**src/sv/fla_pkg.sv**
```systemverilog
`default_nettype none
// ----------------------------------------------------------------------------
// fla_pkg: shared types and constants
// Field widths, status and mode codes, register indexes and the command and
// status groups that pass between the controller and the datapath.
// ----------------------------------------------------------------------------
package fla_pkg;

  // field widths
  localparam int IDX_FIELD_W = 10;
  localparam int CNT_W       = 11;
  localparam int ADDR_W      = 48;
  localparam int STRIDE_W    = 21;
  localparam int STATUS_W    = 2;
  localparam int CFG_IDX_W   = 2;
  localparam int CFG_DATA_W  = 48;

  // register reset values
  localparam logic [CNT_W-1:0]    BC_RESET     = 11'd1024;
  localparam logic [ADDR_W-1:0]   BASE_RESET   = 48'd0;
  localparam logic [STRIDE_W-1:0] STRIDE_RESET = 21'd4096;

  // register indexes
  typedef logic [CFG_IDX_W-1:0] cfg_idx_t;
  localparam cfg_idx_t CFG_BLOCK_COUNT  = 2'd0;
  localparam cfg_idx_t CFG_BASE_ADDRESS = 2'd1;
  localparam cfg_idx_t CFG_BLOCK_STRIDE = 2'd2;

  // result status codes
  typedef logic [STATUS_W-1:0] status_t;
  localparam status_t ST_OK    = 2'd0;
  localparam status_t ST_EMPTY = 2'd1;
  localparam status_t ST_RANGE = 2'd2;

  // operation codes
  localparam logic MODE_ALLOC = 1'b0;
  localparam logic MODE_FREE  = 1'b1;

  // controller to datapath
  typedef struct packed {
    logic take;   // capture the incoming word
    logic exec;   // decide, update list, issue link read
    logic load;   // fill the output register
    logic sweep;  // write one link of the initial chain
  } fla_cmd_t;

  // datapath to controller
  typedef struct packed {
    logic reinit;      // block_count written this cycle
    logic sweep_last;  // last link of the chain being written
  } fla_sts_t;

endpackage
`default_nettype wire

```
**src/sv/fla_ctrl.sv**
```systemverilog
`default_nettype none
// ----------------------------------------------------------------------------
// fla_ctrl: allocator controller
// Sequences link sweep, request execution and result hand-off, and owns the
// output valid flag.
// ----------------------------------------------------------------------------
module fla_ctrl
  import fla_pkg::*;
(
  input  wire logic     clk,
  input  wire logic     rst_n,
  input  wire logic     in_valid,
  output logic          in_ready,
  output logic          out_valid,
  input  wire logic     out_ready,
  input  wire fla_sts_t sts,
  output fla_cmd_t      cmd
);

  typedef enum logic [1:0] {S_SWEEP, S_IDLE, S_EXEC, S_FIN} state_t;

  state_t state_r;
  logic   out_valid_r;
  logic   slot_free;
  logic   accept;

  // handshake and command decode; no word taken while the pool is rebuilt
  always_comb begin
    slot_free = !out_valid_r || out_ready;
    in_ready  = !sts.reinit &&
                ((state_r == S_IDLE) || ((state_r == S_FIN) && slot_free));
    accept    = in_valid && in_ready;
    cmd.take  = accept;
    cmd.exec  = (state_r == S_EXEC);
    cmd.load  = (state_r == S_FIN) && slot_free;
    cmd.sweep = (state_r == S_SWEEP);
  end

  assign out_valid = out_valid_r;

  // state and output valid
  always_ff @(posedge clk) begin
    if (!rst_n) begin
      state_r     <= S_SWEEP;
      out_valid_r <= 1'b0;
    end else begin
      if (cmd.load) begin
        out_valid_r <= 1'b1;
      end else if (out_ready) begin
        out_valid_r <= 1'b0;
      end
      if (sts.reinit) begin
        state_r <= S_SWEEP;
      end else begin
        unique case (state_r)
          S_SWEEP: begin
            if (sts.sweep_last) state_r <= S_IDLE;
          end
          S_IDLE: begin
            if (accept) state_r <= S_EXEC;
          end
          S_EXEC: begin
            state_r <= S_FIN;
          end
          S_FIN: begin
            if (slot_free) state_r <= accept ? S_EXEC : S_IDLE;
          end
          default: state_r <= S_IDLE;
        endcase
      end
    end
  end

  // a result only lands in a free output register
  a_load_free: assert property (@(posedge clk) disable iff (!rst_n)
    cmd.load |-> (!out_valid_r || out_ready))
    else $error("result loaded over a pending word");

  // no request taken while the link chain is being written
  a_sweep_block: assert property (@(posedge clk) disable iff (!rst_n)
    (state_r == S_SWEEP) |-> !in_ready)
    else $error("request accepted during link sweep");

  // output valid rises only from a load
  a_valid_src: assert property (@(posedge clk) disable iff (!rst_n)
    $rose(out_valid_r) |-> $past(cmd.load))
    else $error("output valid without a load");

endmodule
`default_nettype wire

```
**config.mk**
```make
export PLATFORM = sky130hd
export DESIGN_NAME = fla_ctrl
export DESIGN_NICKNAME = d
export VERILOG_FILES = /design/src/sv/fla_pkg.sv /design/src/sv/fla_ctrl.sv
export SDC_FILE = /design/constraint.sdc
export NUM_CORES = 1
export LEC_CHECK = 0
export BUFFER_PORTS_ARGS = -buffer_cell sky130_fd_sc_hd__buf_2
export CORE_AREA = 2 2 39 41
export CTS_BUF_LIST = sky130_fd_sc_hd__clkbuf_4 sky130_fd_sc_hd__clkbuf_8
export DETAILED_ROUTE_END_ITERATION = 7
export DIE_AREA = 0 0 41 43
export HOLD_SLACK_MARGIN = 0.12
export PLACE_DENSITY = 0.34
export SETUP_SLACK_MARGIN = 0.1
export SLEW_MARGIN = 20
export SYNTH_ARGS = -nofsm -noshare
export SYNTH_HDL_FRONTEND = slang
export SYNTH_SLANG_ARGS = --single-unit
```
**constraint.sdc**
```tcl
create_clock -name clk -period 2.55 [get_ports clk]
set_input_delay 0.1275 -clock clk [delete_from_list [all_inputs] [get_ports clk]]
set_output_delay 0.1275 -clock clk [all_outputs]
set_load 0.03 [all_outputs]
```
* Yosys cells after proc, flatten, opt, wreduce, memory -nomap -nowiden
Index checks and enable logic that the tools add are counted. Widths: inputs -> output; s select.
Word-level totals: bits in writable memories 0, latch bits 0, memories kept 0, word-level logic and storage cells 27, memory bits (read-only) 0, flip-flop bits (word level) 3, input port bits 6
Operators by class: bitwise logic cells 1, order comparisons 0, reductions and logical operators 11, $add $sub $neg 0, mux-type cells 7, $mul 0, eq/ne operators 6, divide/modulo/power cells 0, shift operators 0
Operators with widths (count):
- $mux 2 | 4
- $pmux 2 s4 | 1
- $ne 2x2->1 const B | 3
- $eq 2x2->1 const B | 2
- $logic_and 1x1->1 | 3
- $reduce_and 3->1 | 1
- $eq 2x1->1 const B | 1
- $logic_not 1->1 | 2
- $logic_not 2->1 | 1
- $logic_or 1x1->1 | 2
- $mux 1 | 2
- $reduce_bool 2->1 | 1
- $reduce_or 2->1 | 1
- $not 1->1 | 1

* Logic depth before layout (Yosys ltp)
depth in word-level cells 9, gate-level depth with buffers 4

* Worst setup path before layout
OpenSTA, ideal clock, no wires.
path type flip-flop to output port, from register out_valid_r, in the netlist out_valid, to output port cmd[3] (netlist bit), slack 976 ps, cell stages (with the launch flop) 5, data arrival time 1446 ps, path through dfxtp_1 > nor2b_4 > a211oi_2 > and2_1 > buf_4
Between the ends: longest elaborated chain between the ends 6
Ends and longest elaborated chain:
- from (decl) | line fla_ctrl.sv:23 | logic out_valid_r;
- from (signal assigned) | line fla_ctrl.sv:45 | out_valid_r <= 1'b0;
- from (signal assigned) | line fla_ctrl.sv:48 | out_valid_r <= 1'b1;
- from (signal assigned) | line fla_ctrl.sv:50 | out_valid_r <= 1'b0;
- $logic_not 1->1 | line fla_ctrl.sv:29 | slot_free = !out_valid_r || out_ready;
- $logic_or 1x1->1 | line fla_ctrl.sv:29
- $logic_and 1x1->1 | line fla_ctrl.sv:31 | ((state_r == S_IDLE) || ((state_r == S_FIN) && slot_free));
- $logic_or 1x1->1 | line fla_ctrl.sv:31
- $logic_and 1x1->1 | line fla_ctrl.sv:30 | in_ready = !sts.reinit &&
- net in_ready | line fla_ctrl.sv:13 | output logic in_ready,
- $logic_and 1x1->1 | line fla_ctrl.sv:32 | accept = in_valid && in_ready;
- to (decl) | line fla_ctrl.sv:17 | output fla_cmd_t cmd
The timed path passes the listed nets, and every way through them passes these cells.

==> flow_metrics.tcl <==
set metrics [dict create \
    status "completed" \
    synth-seq-cells 3 \
    cp.arrival_ns 1.23 \
    stdcell_count 52 \
    power.switching_uw 35.5 \
    insertion_delay_ns 0.23 \
    synth_top_cell_area_share_pct 33.3 \
    cts.repair.resized 0 \
    grt_pass1_wl_um 683 \
    ios 12 \
    dp_hpwl_um 337 \
    skew_ns 0.00199 \
    worst_pin_slew_ns 0.227 \
    setup_viol 0 \
    path_cells "nor2b_4 -> a211oi_2 -> and2_1 -> buf_2" \
    die_area_mm2 0.00176 \
    setup_tns_ns 0 \
    grtUsageTotal_pct 6.31 \
    nets 43 \
    maxCapViolations 0 \
    numCtsBuffers 3 \
    post_cts_buffers 0 \
    drc_errors 0 \
    cts_tree "done" \
    pwr-share-seq_pct 31.3 \
    yosysWarnings 0 \
    core_mm2 0.00138 \
    drt-initial-drc-count 0 \
    hold_class "input port to register" \
    internal_power_uw 125 \
    drive_above_1_share_pct 55.6 \
    area_delta_synth_final_pct 54.2 \
    relSlewSlack_pct 84.9 \
    start_util_pct 13.0 \
    power-per-cell-area_mw_per_mm2 578 \
    hold_viol 0 \
    holdWs_ns 0.141 \
    via_per_inst 3.67 \
    h-tree-depth 1 \
    antenna_found_initial 0 \
    start_kind "register" \
    p_clk_share_pct 57.7 \
    n_fill_cell 168 \
    insertedDiodeCount 0 \
    ctsLongestPathBuffers 2 \
    die_w_um 41 \
    syn_avg_cell_area_um2 8.19 \
    syn-num-nets 28 \
    synth_cell_types 15 \
    dieHeight_um 43 \
    cts_num_sinks 3 \
    finalPower_uw 161 \
    globalplace.congestion 0.626 \
    drt_wl_total_um 403 \
    grt-ovfl-total 0 \
    hold_buffers 0 \
    timing.final.crit_share_pct 53.1 \
    grt_pass1_vias 200 \
    vias 191 \
    grt_max_degree 8 \
    syn-cell-area_um2 180 \
    cts_root_buffer "clkbuf_4" \
    clk_pin_slew_ns 0.04 \
    antenna_left 0 \
    leakagePower_uw 0.000129 \
    ir_worst_vdd_v 0.000197 \
    slowest_delay_ns 0.30 \
    synth_top_cell_by_area "dfxtp_1" \
    r2r_slack_ns 1.61 \
    slew_violations 0 \
    clock.fmax_mhz 739 \
    drt_pre_antenna_iters 1 \
    syn_inst 22 \
    period_minus_slack_ns 1.35 \
    critPathCaptureType "primary output" \
    crit_required_ns 2.42 \
    crit_path_max_fanout 5 \
    path_class "register to primary output" \
    ys_seq_area_share_pct 33.3 \
    rows 14 \
    dp_cells 48 \
    crit_path_top_delay_cell "dfxtp_1" \
    post_drt_wl_per_cell_um 7.75 \
    rsz0062_at_grt "false" \
    io_buffers 11 \
    combPwrFrac_pct 11.0 \
    regArea_um2 60.1 \
    multi_input_area_um2 109 \
    p_sw_share_pct 22.1 \
    synth.area.top_cells "dfxtp_1 (33%), a21oi_1 (8.3%), nor2b_4 (7.6%)" \
]
-- through the flow --
step | instance area, um2 | utilization (%) | setup slack (ns)
floorplan | 180 | - | 0.976
detailed placement | 248 | 17.9 | 1.42
global placement | 248 | 17.9 | 1.46
CTS | 278 | 20.1 | 1.17
finish | 278 | 20.1 | 1.20
global route | 278 | 20.1 | 1.05
-- metal layers --
| layer | track usage (%) | wire, um | vias up |
|---|---|---|---|
| met5 | 0 | 0 | - |
| met4 | 4.00 | 0 | 0 |
| met3 | 4.71 | 27 | 0 |
| met2 | 10.0 | 233 | 5 |
| met1 | 5.10 | 141 | 86 |
| li1 | - | - | 100 |
-- final timing paths --
kind | from | endpoint | cells past startpoint
min | rst_n | out_valid$_SDFFE_PN0P_ | 2
max | out_valid$_SDFFE_PN0P_ | cmd[3] | 4
min reg2reg | state_r[1]$_SDFFE_PP0P_ | state_r[1]$_SDFFE_PP0P_ | 2
max reg2reg | state_r[0]$_SDFFE_PP0P_ | state_r[0]$_SDFFE_PP0P_ | 3
-- state kept, by name, indices dropped and copies added (netlist names) --
| name | cells |
|---|---|
| state_r | 2 |
| out_valid | 1 |
-- cells by family (layout without fill, tap and decap cells) --
| group | Yosys count | count (layout) | synth area share [%] |
|---|---|---|---|
| flip-flops | 3 | 3 | 33.3 |
| buffers and inverters | 2 | 16 | 6.25 |
| AO/OA/AOI/OAI | 5 | 5 | 18.0 |
| AND/OR/NAND/NOR | 12 | 12 | 42.4 |
-- critical path, delay by kind of cell (launching register included) --
family	cells	cell delay, ns
compound gates	1	0.22
flops	1	0.30
buf+inv	1	0.19
simple gates	2	0.28
-- cells in the mapped netlist, drive strengths merged --
master and n:
and2 1, o21ai 1, inv 1, nor2 3, nand2b 1, dfxtp 3
nor3 1, buf 1, a21oi 3, and2b 1, nor2b 2, nand2 2
a211oi 1, or2 1
-- power by group through the flow --
stage	registers, uW	clock network [uW]	logic (uW)
floorplan	50.6	0	11.3
global placement	51.1	0	18.1
detailed placement	51.1	0	18.2
CTS	50.4	98.6	18.2
global route	50.6	106	19.9
finish	50.3	92.6	17.7
-- area by class of cell --
class | count | share of cell area [%]
Tap cell | 16 | 7.21
Clock buffer | 4 | 10.8
Inverter | 1 | 1.35
Sequential cell | 3 | 21.6
Timing Repair Buffer | 11 | 19.8
Multi-Input combinational cell | 17 | 39.2
-- cell usage in the layout, fill, tap and decap left out, drive strengths merged --
cell type and n:
nor3 1, nand2 2, a211oi 1, buf 11, clkbuf 4, and2b 1
dfxtp 3, nor2b 2, nand2b 1, or2 1, inv 1, a21oi 3
nor2 3, and2 1, o21ai 1
(Power assumes the default switching activity.)
